===== src/lpm_pkg.sv =====
// Shared types, constants and helpers for the longest prefix match unit.
// No dependencies.
package lpm_pkg;

    localparam int DEFAULT_TABLE_DEPTH = 64;
    localparam int CMDQ_DEPTH          = 2;
    localparam int COUNT_W             = 7;
    localparam int ADDR_W              = 3;
    localparam int INDEX_W             = 6;
    localparam int LEN_W               = 6;

    localparam logic FUNC_WRITE  = 1'b0;
    localparam logic FUNC_LOOKUP = 1'b1;

    // register index carried in paddr[2]
    localparam logic REG_ENTRY_COUNT = 1'b0;

    typedef struct packed {
        logic               is_lookup;
        logic               wr_ok;
        logic [INDEX_W-1:0] idx;
        logic [31:0]        pmask;
        logic [31:0]        mask;
        logic [LEN_W-1:0]   len;
        logic [31:0]        hop;
        logic [7:0]         port;
        logic [31:0]        dest;
    } cmd_t;

    // two-level count: nibble sums, then eight narrow adds
    function automatic logic [LEN_W-1:0] popcount32(input logic [31:0] v);
        logic [2:0]       nib [8];
        logic [LEN_W-1:0] sum;
        for (int j = 0; j < 8; j++) begin
            nib[j] = 3'(v[4*j]) + 3'(v[4*j+1]) + 3'(v[4*j+2]) + 3'(v[4*j+3]);
        end
        sum = '0;
        for (int j = 0; j < 8; j++) begin
            sum = sum + LEN_W'(nib[j]);
        end
        return sum;
    endfunction

endpackage


===== src/lpm_front.sv =====
// Front end: classifies an incoming beat into a command for the queue.
// Depends on lpm_pkg.
module lpm_front #(
    parameter int TABLE_DEPTH = lpm_pkg::DEFAULT_TABLE_DEPTH
) (
    input  logic                        func,
    input  logic [lpm_pkg::INDEX_W-1:0] entry_index,
    input  logic [31:0]                 entry_prefix,
    input  logic [31:0]                 entry_mask,
    input  logic [31:0]                 entry_next_hop,
    input  logic [7:0]                  entry_port,
    input  logic [31:0]                 dest_addr,
    output lpm_pkg::cmd_t               cmd
);

    always_comb
    begin
        cmd.is_lookup = (func == lpm_pkg::FUNC_LOOKUP);
        // slots at or past the table end are dropped
        cmd.wr_ok     = (32'(entry_index) < 32'(TABLE_DEPTH));
        cmd.idx       = entry_index;
        cmd.pmask     = entry_prefix & entry_mask;
        cmd.mask      = entry_mask;
        cmd.len       = lpm_pkg::popcount32(entry_mask);
        cmd.hop       = entry_next_hop;
        cmd.port      = entry_port;
        cmd.dest      = dest_addr;
    end

endmodule


===== config.mk =====
export PLATFORM = sky130hd
export DESIGN_NAME = lpm_front
export DESIGN_NICKNAME = d
export VERILOG_FILES = /design/src/lpm_pkg.sv /design/src/lpm_front.sv
export SDC_FILE = /design/constraint.sdc
export NUM_CORES = 1
export LEC_CHECK = 0
export BUFFER_PORTS_ARGS = -buffer_cell sky130_fd_sc_hd__buf_2
export CAP_MARGIN = 25
export CELL_PAD_IN_SITES_DETAIL_PLACEMENT = 2
export CELL_PAD_IN_SITES_GLOBAL_PLACEMENT = 2
export CORE_ASPECT_RATIO = 0.8
export CORE_MARGIN = 2
export CORE_UTILIZATION = 12
export DETAILED_ROUTE_END_ITERATION = 10
export PLACE_DENSITY_LB_ADDON = 0.1
export SLEW_MARGIN = 20
export SYNTH_ARGS = -nofsm -noshare
export SYNTH_HDL_FRONTEND = slang
export SYNTH_SLANG_ARGS = --single-unit

===== constraint.sdc =====
create_clock -name vclk -period 5.5
set_input_delay 0.55 -clock vclk [all_inputs]
set_output_delay 0.55 -clock vclk [all_outputs]
set_load 0.03 [all_outputs]

==> results.tsv <==
metric	value	unit
status	finished, violations left	
failing checks	setup timing	
Seq pwr share	0	%
combinational group share of total power	100.0	%
Period Utilization, post-route	100.5	%
Fillers	1771	
most frequent cells in the layout	126 x buf_2, 32 x and2_1, 22 x fa_1	
initial antenna violation count	0	
Hold Crit Class	in2out	
Mapped Nets	392	
Sw Pwr	0.9375	mW
final setup fails	1	
buffers added on ports	134	
diodes inserted	0	
vias per cell	3.002	
RSZ-0062 raised after global routing	true	
setup_tns	-0.02818	ns
Iter 0 DRT Violations	3	
Mapped Cells	218	
synthesized area	1803	sq um
Placer Congestion	0.5913	
Post-Route WL	4.621	mm
final worst path period need	5.528	ns
clock share of power	0	%
final non-filler cell total	442	
critical path class	in2out	
Pins Over Slew Limit	0	
f_max	180.9	MHz
Synth cell types	14	
Ports	293	
# clk buffers	0	
DRC viols	0	
switching share of power	55.65	%
area grow syn2layout	15.82	%
critical path buffer and inverter count	7	
first-pass GRT wire length	7.086	mm
Leak	1.157	nW
multi-input logic area	904.6	sq um
WHS	1.100	ns
Pint	0.7470	mW
Hold-fix buffers, CTS	0	
fin nets	429	
Setup WS post-layout	-0.02818	ns
register area share after synthesis	0	%
vias in the first global route	1425	
Core Box Area	14860	sq um
Slowest cell on crit path	fa_1	
effective utilization at floorplan	12.13	%
sequential cell area	0	sq um
seq_cells	0	
routed len/inst	10.45	microns
post-route core utilization	14.05	%
post-route antenna net violation count	0	
Worst VDD drop	0.3425	mV
Max stage delay on crit path	0.57	ns
Critical path destination	cmd[76]	
dpl cell area	1952	sq um
Max FO, Critical Path	3	
worst path required time	4.95	ns
critical path depth in cells	18	
First-pass DRT Iterations	2	
via count	1327	
endpoint class of the critical path	output port	
die height	113.6	microns
Die Wd	141.0	microns
WP data arrival	4.98	ns
Total GRT Usage	5.301	%
critical path's most frequent cell	fa_1	
leading cell type in the layout, fill and taps excluded	buf_2	
# rows	40	
CP Cell Sequence	buf_8, inv_4, fa_1, inv_2, fa_1, fa_1, fa_1, fa_1, inv_1, fa_1, inv_2, ha_4, inv_2, fa_2, nand2b_4, a21oi_4, xor2_2, buf_6	
largest net degree at the start of global routing	4	
layout cells sized above 1	65.22	%
Pwr Density	806.6	nW/um^2
placed cell count	439	
cell family with most CP delay	adder cells	
CP Launch Point	entry_mask[3]	
maxcap violations	0	
hold-critical path depth	0	
GRT overflow	0	
final hold vios	0	
die area	16030	sq um
Syn Area/Cell	8.271	sq um
YS warnings	0	
dpl hpwl	4.515	mm
startpoint types	input pin	
final instance area	2088	sq um
## per-layer routing
metal / vias up / GRT usage, % / wire length, microns
met1: 605 / 7.178 / 1985
met2: 124 / 8.390 / 2009
met3: 4 / 2.015 / 614
li1: 594 / - / -
met4: 0 / 0.4667 / 12
met5: - / 0 / 0
## synth_stat cells (all sizes together)
library cell	count	area share (%)
buf	112	47
and2	32	11
inv	30	6.2
fa	24	27
ha	7	4.9
a21oi	2	0.97
nand2	2	0.42
nor2	2	0.42
xnor2	2	0.97
a21o	1	0.42
conb	1	0.21
nand2b	1	0.35
o21ai	1	0.28
xor2	1	0.49
## final cells by class
cell class,count,share of cell area [%]
repair buffers,147,39.72
multi-input cells,76,43.32
well taps,189,11.32
inverters,30,5.632
## cells by family (layout without fill, tap and decap cells)
kind of cell,after synthesis,after routing,share of synthesized area (%)
adders and majority gates,31,31,31.51
and+or+nand+nor,37,37,12.28
xor gates and xnor gates,3,3,1.458
AOI/OAI and AO/OA,4,4,1.666
buffers and inverters,142,177,52.88
other,1,1,0.2080
## worst min path at each step
stage,to,slack (ns),startpoint
floorplan,cmd[0],1.23,dest_addr[0]
global placement,cmd[11],1.10,dest_addr[11]
detailed placement,cmd[11],1.10,dest_addr[11]
CTS,cmd[11],1.10,dest_addr[11]
global route,cmd[18],1.10,dest_addr[18]
finish,cmd[60],1.10,entry_next_hop[20]
## power groups by stage
stage	sequential [mW]	combinational (mW)	clock, mW
after floorplan	0	1.08	0
after global placement	0	1.33	0
after detailed placement	0	1.33	0
after CTS	0	1.53	0
after global routing	0	1.85	0
final	0	1.68	0
## through the flow
stage,power [mW],setup WS (ns)
2_1_floorplan,1.078,0.03122
3_5_place_dp,1.335,-0.2640
5_1_grt,1.851,-0.2196
4_1_cts,1.533,-0.1069
6_report,1.684,-0.02818
3_3_place_gp,1.333,-0.2564
## what timing repair did
item / in CTS / in global routing
buffers inserted: 2 / 2
pin swaps: 15 / 14
gates resized for setup: 18 / 17
endpoints found under the hold margin: 0 / 0
endpoints found under the setup margin: 3 / 4
(Power assumes the default switching activity.)
