`src/lpm_pkg.sv`:
```
// Shared types, constants and helpers for the longest prefix match unit.
// No dependencies.
package lpm_pkg;

    localparam int DEFAULT_TABLE_DEPTH = 64;
    localparam int CMDQ_DEPTH          = 2;
    localparam int COUNT_W             = 7;
    localparam int ADDR_W              = 3;
    localparam int INDEX_W             = 6;
    localparam int LEN_W               = 6;

    localparam logic FUNC_WRITE  = 1'b0;
    localparam logic FUNC_LOOKUP = 1'b1;

    // register index carried in paddr[2]
    localparam logic REG_ENTRY_COUNT = 1'b0;

    typedef struct packed {
        logic               is_lookup;
        logic               wr_ok;
        logic [INDEX_W-1:0] idx;
        logic [31:0]        pmask;
        logic [31:0]        mask;
        logic [LEN_W-1:0]   len;
        logic [31:0]        hop;
        logic [7:0]         port;
        logic [31:0]        dest;
    } cmd_t;

    // two-level count: nibble sums, then eight narrow adds
    function automatic logic [LEN_W-1:0] popcount32(input logic [31:0] v);
        logic [2:0]       nib [8];
        logic [LEN_W-1:0] sum;
        for (int j = 0; j < 8; j++) begin
            nib[j] = 3'(v[4*j]) + 3'(v[4*j+1]) + 3'(v[4*j+2]) + 3'(v[4*j+3]);
        end
        sum = '0;
        for (int j = 0; j < 8; j++) begin
            sum = sum + LEN_W'(nib[j]);
        end
        return sum;
    endfunction

endpackage

```
`src/lpm_cmd_fifo.sv`:
```
// Short command queue between front and back end.
// Depends on lpm_pkg.
module lpm_cmd_fifo (
    input  logic          clk,
    input  logic          rst_n,
    input  logic          wr_en,
    input  lpm_pkg::cmd_t wr_data,
    output logic          full,
    input  logic          rd_en,
    output lpm_pkg::cmd_t rd_data,
    output logic          empty
);

    localparam int PTR_W = (lpm_pkg::CMDQ_DEPTH > 1) ? $clog2(lpm_pkg::CMDQ_DEPTH) : 1;
    localparam int CNT_W = $clog2(lpm_pkg::CMDQ_DEPTH + 1);

    lpm_pkg::cmd_t    slot_reg [lpm_pkg::CMDQ_DEPTH];
    logic [PTR_W-1:0] wr_ptr_reg, wr_ptr_next;
    logic [PTR_W-1:0] rd_ptr_reg, rd_ptr_next;
    logic [CNT_W-1:0] count_reg, count_next;
    logic             do_wr, do_rd;

    assign full    = (count_reg == CNT_W'(lpm_pkg::CMDQ_DEPTH));
    assign empty   = (count_reg == '0);
    assign do_wr   = wr_en && !full;
    assign do_rd   = rd_en && !empty;
    assign rd_data = slot_reg[rd_ptr_reg];

    function automatic logic [PTR_W-1:0] ptr_inc(input logic [PTR_W-1:0] p);
        logic [PTR_W-1:0] r;
        if (32'(p) == lpm_pkg::CMDQ_DEPTH - 1)
        begin
            r = '0;
        end
        else
        begin
            r = p + PTR_W'(1);
        end
        return r;
    endfunction

    always_comb
    begin
        wr_ptr_next = do_wr ? ptr_inc(wr_ptr_reg) : wr_ptr_reg;
        rd_ptr_next = do_rd ? ptr_inc(rd_ptr_reg) : rd_ptr_reg;
        count_next  = count_reg;
        if (do_wr && !do_rd)
        begin
            count_next = count_reg + CNT_W'(1);
        end
        else if (do_rd && !do_wr)
        begin
            count_next = count_reg - CNT_W'(1);
        end
    end

    always_ff @(posedge clk or negedge rst_n)
    begin
        if (!rst_n)
        begin
            wr_ptr_reg <= '0;
            rd_ptr_reg <= '0;
            count_reg  <= '0;
        end
        else
        begin
            wr_ptr_reg <= wr_ptr_next;
            rd_ptr_reg <= rd_ptr_next;
            count_reg  <= count_next;
        end
    end

    always_ff @(posedge clk)
    begin
        if (do_wr)
        begin
            slot_reg[wr_ptr_reg] <= wr_data;
        end
    end

endmodule

```
`config.mk`:
```
export PLATFORM = sky130hd
export DESIGN_NAME = lpm_cmd_fifo
export DESIGN_NICKNAME = d
export VERILOG_FILES = /design/src/lpm_pkg.sv /design/src/lpm_cmd_fifo.sv
export SDC_FILE = /design/constraint.sdc
export NUM_CORES = 1
export LEC_CHECK = 0
export BUFFER_PORTS_ARGS = -buffer_cell sky130_fd_sc_hd__buf_2
export CORE_MARGIN = 2
export CORE_UTILIZATION = 45
export CTS_CLUSTER_SIZE = 40
export DETAILED_ROUTE_END_ITERATION = 16
export PLACE_DENSITY = 0.72
export SYNTH_ARGS = -nofsm -noshare
export SYNTH_HDL_FRONTEND = slang
export SYNTH_SLANG_ARGS = --single-unit
```
`constraint.sdc`:
```
create_clock -name clk -period 8.6 [get_ports clk]
set_input_delay 1.72 -clock clk [delete_from_list [all_inputs] [get_ports clk]]
set_output_delay 1.72 -clock clk [all_outputs]
set_load 0.005 [all_outputs]
```
==> results.py, run 1 <==
metrics = {
    "floorplan": {
        "chipHeight_um": 163,
        "die_w_um": 163,
        "core.rowCount": 58,
        "initial_utilization_pct": 45.5,
        "top_level_ports": 306,
        "dieArea_um2": 26600,
        "core_um2": 25000,
    },
    "cts": {
        "cts_sinks": 304,
        "post_cts_buffers": 0,
        "cts.clk_slew.worst_paths_ns": 0.06,
        "htree_levels": 1,
        "cts.root.buffer_cell": "clkbuf_16",
        "cts_resized": 0,
        "clk_path_buf_depth": 3,
        "cts_tree": "done",
        "numCtsBuffers": 31,
        "clock_latency_ns": 0.54,
        "hold_buffers": 0,
    },
    "power_and_ir_drop": {
        "power.leakage_nw": 5.60,
        "p_per_area_nw_per_um2": 337,
        "peakVddDrop_mv": 0.239,
        "finalPower_w": 0.00481,
    },
    "critical_path": {
        "crit_chain": "buf_4, mux2_2, buf_2",
        "slowest_delay_ns": 0.88,
        "worst-path-max-fanout": 59,
        "rr_endpoint": "slot_reg[0][35]",
        "crit_type": "flip-flop to output port",
        "crit_required_ns": 6.88,
        "crit_buf_inv": 2,
        "r2r_start": "count_reg[0]",
        "cp.arrival_ns": 2.87,
        "startpoint_type": "flip-flop",
        "cpMaxStageDelayCell": "buf_4",
        "cp-end-kind": "output port",
        "ff2ff_path_depth": 4,
        "r2r_slack_ns": 6.05,
        "cpLargestDelayFamily": "buffers and inverters",
    },
    "routing": {
        "drc": 0,
        "final_antenna_net_count": 0,
        "dr.pass1.iters": 4,
        "vias": 5579,
        "vias_per_cell": 4.77,
        "wire_per_inst_um": 18.2,
        "first_iter_violations": 262,
        "totalWireLength_um": 21300,
    },
    "final_layout": {
        "nFillCells": 1903,
        "area_growth_pct": 25.2,
        "largest_reg_flops": 300,
        "final_cell_area_um2": 14300,
        "drive_above_1_share_pct": 60.9,
        "nNetsFinal": 968,
    },
    "logic_synthesis": {
        "yosys.area.top_type_share_pct": 79.1,
        "yosysTopAreaCell": "edfxtp_1",
        "synth_nets": 641,
        "ys_ff_latch": 304,
        "ys.flop_type": "edfxtp_1",
        "seq_area_frac_synth_pct": 80.0,
        "netlist_top_cells_area": "edfxtp_1, mux2_4, mux2_2",
        "avgSynthCellArea_um2": 23.4,
        "synth_edf_count": 300,
        "synthTopCellsByCount": "edfxtp_1, mux2_4, mux2_2",
        "yosysWarnings": 0,
        "synth_cells": 486,
        "async_reset_ff_share_pct": 1.32,
        "yosys.cell_count.top_type": "edfxtp_1",
        "netlist_area_um2": 11400,
        "synth_cell_types": 15,
    },
    "timing": {
        "fin_worst_skew_ns": 0.0124,
        "hold_viol": 0,
        "rsz0062_at_grt": "no",
        "setup_violations": 0,
        "min_period_ns": 4.59,
        "fmax_ghz": 0.218,
        "relSlewSlack_pct": 28.9,
        "slew_violations": 0,
        "fin_crit_sh_pct": 53.3,
        "tightest_slew_ns": 1.07,
        "setup_tns_ns": 0,
    },
    "grt": {
        "grt_pass1_vias": 5888,
        "grt-ovfl-total": 0,
        "track_usage_pct": 15.1,
        "grt_pass1_wl_um": 31100,
        "grt_max_degree": 72,
        "antenna_found_initial": 5,
    },
    "placement": {
        "placed_cell_area_um2": 13200,
        "dpl.hpwl_um": 14000,
        "portBuffers": 305,
        "place_congestion": 0.756,
    },
    "flow_run": {
        "maxCapViolCount": 0,
    },
    "worst_hold_path": {
        "holdCritStartpoint": "count_reg[1]",
        "min_path_type": "flip-flop to flip-flop",
        "holdPathEnd": "count_reg[1]",
        "min_delay_path_depth": 1,
    },
    "run_status": {
        "status": "completed",
    },
}
## report_power, final
part,internal (W),switching [W]
registers,0.00203,0.000116
clock network,0.000797,0.000521
logic,0.000716,0.000630
## per-stage QoR
| stage | setup WS [ns] | hold WS, ns | utilization, % | cells |
|---|---|---|---|---|
| finish | 4.01 | 0.520 | 57.0 | 1170 |
| global route | 3.86 | 0.564 | 56.9 | 1168 |
| CTS | 3.98 | 0.522 | 56.9 | 1167 |
| detailed placement | 4.56 | 0.508 | 52.9 | 1110 |
| global placement | 4.56 | 0.501 | 52.9 | 1110 |
| floorplan | 2.44 | 0.479 | - | 486 |
## worst max path at each step
stage / cells past startpoint / startpoint / slack, ns / to
6_report: 3 / rd_ptr_reg / 4.01 / rd_data[130]
5_1_grt: 3 / rd_ptr_reg / 3.86 / rd_data[130]
4_1_cts: 3 / rd_ptr_reg / 3.98 / rd_data[127]
3_5_place_dp: 3 / rd_ptr_reg / 4.56 / rd_data[127]
3_3_place_gp: 3 / rd_ptr_reg / 4.56 / rd_data[5]
2_1_floorplan: 2 / wr_en / 2.44 / slot_reg[0][0]
## metal layers
metal  up-vias  part of all wire (%)  track usage, %
met5         -                  0.19               0
met2       213                    49            25.4
met1      2709                    39            18.1
li1       2598                     -               -
met3        53                   8.8            5.31
met4         6                   3.0            5.31
## layout make-up
class	instances	area, µm²	share of cell area [%]
sequential	304	9110	63.9
multi-input combinational	163	2130	14.9
timing repair buffer	311	1570	11.0
clock buffer	46	882	6.19
tap	330	413	2.90
clock inverter	11	136	0.956
inverter	2	7.51	0.0526
antenna	3	7.51	0.0526
## cell families (layout without fill, tap and decap cells)
family	after synthesis	in the layout	share of synthesized area, %
flops	304	304	80.0
mux	150	150	17.8
buf+inv	19	370	1.42
simple gates	6	6	0.242
xor+xnor	5	5	0.385
fa+ha+maj	1	1	0.110
compound gates	1	1	0.0439
other cells	0	3	0
## layout by cell type, fill, tap and decap left out, types with 2 or more instances in the layout
cell type / instances
buf_2: 305
buf_4: 6
bufinv_16: 3
clkbuf_1: 10
clkbuf_16: 31
clkbuf_8: 5
clkinv_2: 5
dfrtp_1: 3
diode_2: 3
edfxtp_1: 300
inv_1: 2
inv_6: 2
mux2_2: 60
mux2_4: 90
nor2_1: 2
xnor2_1: 3
xor2_1: 2
(Power assumes the default switching activity.)
==> run 2, diff against run 1 <==
==> constraint.sdc (replaced) <==
create_clock -name clk -period 4.5 [get_ports clk]
set_input_delay 0.9 -clock clk [delete_from_list [all_inputs] [get_ports clk]]
set_output_delay 0.9 -clock clk [all_outputs]
set_load 0.005 [all_outputs]
==> run 2 against run 1 <==
Clock skew decreased by 0.0060 ns; register-to-register slack got worse by 3.6 ns; critical path depth unchanged; global-route usage decreased by 0.45 points; die area unchanged; worst hold slack got worse by 0.36 ns; sequential share of layout area increased by 0.29 points; flip-flop and latch count unchanged; utilization decreased by 0.26 points; clock power increased by 70%; largest cell class unchanged.
==> results.py, run 2 (synthesis gave the netlist of run 1 again) <==
metrics = {
    "critical_path": {
        "cp.arrival_ns": 2.48,
        "worst-path-max-fanout": 63,
        "rr_endpoint": "slot_reg[0][106]",
        "slowest_delay_ns": 1.08,
        "ff2ff_path_depth": 4,
        "crit_required_ns": 3.60,
        "cpMaxStageDelayCell": "dfrtp_4",
        "r2r_start": "count_reg[0]",
        "crit_chain": "buf_4, mux2_2, buf_2",
        "crit_type": "flip-flop to output port",
        "cp-end-kind": "output port",
        "startpoint_type": "flip-flop",
        "r2r_slack_ns": 2.48,
    },
    "timing": {
        "setup_tns_ns": 0,
        "min_period_ns": 3.38,
        "slew_violations": 0,
        "setup_violations": 0,
        "relSlewSlack_pct": 33.9,
        "hold_ws_ns": 0.160,
        "fmax_ghz": 0.296,
        "fin_crit_sh_pct": 75.1,
        "rsz0062_at_grt": "no",
        "fin_worst_skew_ns": 0.00646,
        "tightest_slew_ns": 0.992,
        "hold_viol": 0,
    },
    "placement": {
        "dpl.hpwl_um": 13100,
        "place_congestion": 0.753,
        "portBuffers": 305,
    },
    "routing": {
        "drc": 0,
        "vias": 5566,
        "totalWireLength_um": 20600,
        "final_antenna_net_count": 0,
        "vias_per_cell": 4.77,
        "wire_per_inst_um": 17.6,
        "dr.pass1.iters": 6,
        "first_iter_violations": 323,
    },
    "grt": {
        "antenna_found_initial": 3,
        "grt_max_degree": 151,
        "grt_pass1_wl_um": 30300,
        "grt_pass1_vias": 5872,
        "grt-ovfl-total": 0,
        "track_usage_pct": 14.6,
    },
    "cts": {
        "clock_latency_ns": 0.53,
        "numCtsBuffers": 31,
        "cts.clk_slew.worst_paths_ns": 0.06,
        "cts_tree": "done",
        "cts.root.buffer_cell": "clkbuf_16",
        "hold_buffers": 0,
        "cts_sinks": 304,
        "cts_resized": 0,
        "post_cts_buffers": 0,
        "htree_levels": 1,
        "clk_path_buf_depth": 3,
    },
    "floorplan": {
        "die_w_um": 163,
        "chipHeight_um": 163,
        "core.rowCount": 58,
        "core_um2": 25000,
        "initial_utilization_pct": 45.5,
        "dieArea_um2": 26600,
        "top_level_ports": 306,
    },
    "final_layout": {
        "final_cell_mix": "buf_2, edfxtp_1, mux2_4",
        "area_growth_pct": 24.7,
        "nNetsFinal": 971,
        "largest_reg_flops": 300,
        "drive_above_1_share_pct": 60.0,
        "regArea_um2": 9110,
        "multiInputGateArea_um2": 2130,
        "nFillCells": 1944,
        "final_common_cell": "buf_2",
    },
    "worst_hold_path": {
        "min_path_type": "primary input to asynchronous set/reset pin",
    },
    "power_and_ir_drop": {
        "p_per_area_nw_per_um2": 631,
        "power.leakage_nw": 5.55,
        "peakVddDrop_mv": 0.509,
    },
    "run_status": {
        "status": "completed",
    },
    "flow_run": {
        "maxCapViolCount": 0,
    },
}
## run 2: power by group
| part | internal (W) | switching (W) | leakage, nW |
|---|---|---|---|
| combinational | 0.00141 | 0.00115 | 2.29 |
| clock | 0.00131 | 0.000929 | 0.427 |
| sequential | 0.00388 | 0.000275 | 2.83 |
## run 2: layer usage
metal  vias up  global-route usage, %  share of wire [%]
met2       220                   25.6                 50
met1      2709                   17.6                 39
li1       2592                      -                  -
met5         -                      0              0.063
met4         2                   4.55                2.3
met3        43                   4.16                8.9
## run 2: worst max path at each step
stage | depth (start not counted) | from | endpoint
floorplan | 2 | wr_en | slot_reg[0][0]
global route | 3 | rd_ptr_reg | rd_data[25]
detailed placement | 3 | rd_ptr_reg | rd_data[133]
global placement | 3 | rd_ptr_reg | rd_data[127]
CTS | 3 | rd_ptr_reg | rd_data[133]
finish | 3 | rd_ptr_reg | rd_data[25]
## run 2: critical path: cells and delay by family, from the launching register on
kind     cells  cell delay, ns
flops        1            1.08
buf+inv      2            0.48
mux          1            0.36
## run 2: metrics by stage
step                utilization (%)  setup WS, ns  instances  instance area (µm²)  total power [W]
floorplan                         -         0.836        486                11400          0.00584
global placement               53.1          1.65       1113                13300          0.00679
detailed placement             53.1          1.65       1113                13300          0.00683
CTS                            56.7          1.06       1165                14200          0.00910
global route                   56.7         0.973       1167                14200          0.00940
finish                         56.7          1.12       1167                14200          0.00896
## run 2: cell type report
type	count	area share, %
Sequential cell	304	64.2
Multi-Input combinational cell	163	15.0
Timing Repair Buffer	314	11.6
Clock buffer	45	5.84
Tap cell	330	2.91
Clock inverter	7	0.388
Inverter	2	0.0529
Antenna cell	2	0.0353
==> run 3, diff against run 2 <==
--- a/config.mk
+++ b/config.mk
@@ -10,7 +10,7 @@
 export CORE_UTILIZATION = 45
 export CTS_CLUSTER_SIZE = 40
 export DETAILED_ROUTE_END_ITERATION = 16
-export PLACE_DENSITY = 0.72
+export PLACE_DENSITY = 0.75
 export SYNTH_ARGS = -nofsm -noshare
 export SYNTH_HDL_FRONTEND = slang
 export SYNTH_SLANG_ARGS = --single-unit
==> constraint.sdc (replaced) <==
create_clock -name clk -period 2.7 [get_ports clk]
set_input_delay 0.54 -clock clk [delete_from_list [all_inputs] [get_ports clk]]
set_output_delay 0.54 -clock clk [all_outputs]
set_load 0.005 [all_outputs]
==> run 3 against run 2 <==
Flip-flop and latch count did not move; routed wire length rose by 3.3%; total power rose by 69%; non-clock buffer count rose by 8; register-to-register slack got worse by 1.6 ns; clock power rose by 70%; clock skew rose by 0.0086 ns; via count rose by 1.3%; clock-buffer cell count fell by 6; critical endpoint is now rd_data[122]; largest power group unchanged; highest routed layer unchanged.
==> results.py, run 3 (synthesis gave the netlist of run 1 again) <==
metrics = {
    "run_status": {
        "status": "completed",
    },
    "timing": {
        "min_period_ns": 2.59,
        "slew_violations": 0,
        "hold_ws_ns": 0.174,
        "fin_crit_sh_pct": 95.9,
        "setup_slack_ns": 0.110,
        "fin_worst_skew_ns": 0.0151,
        "setup_violations": 0,
        "rsz0062_at_grt": "no",
        "relSlewSlack_pct": 66.1,
        "hold_viol": 0,
        "tightest_slew_ns": 0.509,
        "fmax_ghz": 0.386,
    },
    "placement": {
        "placed_cell_area_um2": 13400,
        "place_congestion": 0.731,
        "dp_slack_ns": 0.668,
        "portBuffers": 305,
        "dpl.hpwl_um": 14400,
    },
    "critical_path": {
        "cpMaxStageDelayCell": "dfrtp_4",
        "crit_chain": "buf_12, mux2_2, buf_2",
        "cp-end-kind": "output port",
        "worst-path-max-fanout": 41,
        "startpoint_type": "flip-flop",
        "slowest_delay_ns": 0.64,
        "cp.arrival_ns": 2.05,
        "crit_type": "flip-flop to output port",
        "crit_buf_inv": 2,
        "cpLargestDelayFamily": "flip-flops",
        "crit_required_ns": 2.16,
    },
    "routing": {
        "drc": 0,
        "dr.pass1.iters": 4,
        "vias": 5637,
        "final_antenna_net_count": 0,
        "totalWireLength_um": 21300,
        "vias_per_cell": 4.80,
        "wire_per_inst_um": 18.1,
        "first_iter_violations": 306,
    },
    "floorplan": {
        "initial_utilization_pct": 45.5,
        "core.rowCount": 58,
        "core_um2": 25000,
        "top_level_ports": 306,
        "die_w_um": 163,
        "dieArea_um2": 26600,
        "chipHeight_um": 163,
    },
    "grt": {
        "grt-ovfl-total": 0,
        "track_usage_pct": 15.2,
        "grt_max_degree": 65,
        "grt_pass1_wl_um": 31300,
        "antenna_found_initial": 5,
        "grt_pass1_vias": 5875,
    },
    "final_layout": {
        "final_common_cell": "buf_2",
        "nNetsFinal": 978,
        "final_cell_mix": "buf_2, edfxtp_1, mux2_4",
        "final_cell_area_um2": 14300,
        "area_growth_pct": 25.9,
        "drive_above_1_share_pct": 60.7,
        "largest_reg_flops": 300,
    },
    "cts": {
        "numCtsBuffers": 30,
        "cts.root.buffer_cell": "clkbuf_16",
        "htree_levels": 1,
        "cts.clk_slew.worst_paths_ns": 0.06,
        "cts_tree": "done",
        "clock_latency_ns": 0.55,
        "cts_resized": 0,
        "clk_path_buf_depth": 3,
        "cts_sinks": 304,
    },
    "power_and_ir_drop": {
        "power.leakage_nw": 5.61,
        "peakVddDrop_mv": 0.778,
        "p_per_area_nw_per_um2": 1060,
    },
    "flow_run": {
        "maxCapViolCount": 0,
    },
    "worst_hold_path": {
        "min_path_type": "primary input to flip-flop",
    },
}
## run 3: per-stage QoR
stage,total power [W],instances,util [%],setup TNS [ns]
floorplan,0.00975,486,-,-110.42
global placement,0.0114,1120,53.6,0
detailed placement,0.0115,1120,53.6,0
CTS,0.0154,1173,57.2,0
global route,0.0159,1174,57.2,0
finish,0.0152,1175,57.2,0
## run 3: power breakdown
part / switching, W / leakage (nW) / internal, W / total [W]
logic: 0.00212 / 2.36 / 0.00246 / 0.00458
clock network: 0.00164 / 0.426 / 0.00217 / 0.00381
registers: 0.000321 / 2.83 / 0.00645 / 0.00677
## run 3: per-layer routing
| layer | wire (µm) | GRT usage, % | share of wire (%) |
|---|---|---|---|
| met1 | 8250 | 18.3 | 39 |
| met4 | 383 | 4.10 | 1.8 |
| met5 | 23 | 0 | 0.11 |
| met3 | 1980 | 5.61 | 9.3 |
| met2 | 10600 | 25.7 | 50 |
## run 3: path summary, 6_finish.rpt
kind | startpoint | to | slack (ns) | cells after the start
max reg2reg | count_reg[0] | slot_reg[1][25] | 0.84 | 3
min reg2reg | wr_ptr_reg | wr_ptr_reg | 0.56 | 1
min | wr_data[3] | slot_reg[1][3] | 0.17 | 1
max | rd_ptr_reg | rd_data[122] | 0.11 | 3
min in group asynchronous | rst_n | rd_ptr_reg | 0.34 | 2
max in group asynchronous | rst_n | rd_ptr_reg | 2.22 | 2
## run 3: final cells by class
| type | instances | area [µm²] |
|---|---|---|
| antenna | 2 | 5.00 |
| clock buffer | 39 | 806 |
| clock inverter | 13 | 88.8 |
| fill | 1915 | 10700 |
| inverter | 2 | 7.51 |
| multi-input combinational | 163 | 2140 |
| sequential | 304 | 9110 |
| tap | 330 | 413 |
| timing repair buffer | 322 | 1760 |
## run 3: timing repair
item,4_1_cts,5_1_grt
buffers inserted,0,0
endpoints found under the setup margin,0,0
hold endpoints to repair,4,0
hold buffers,1,0
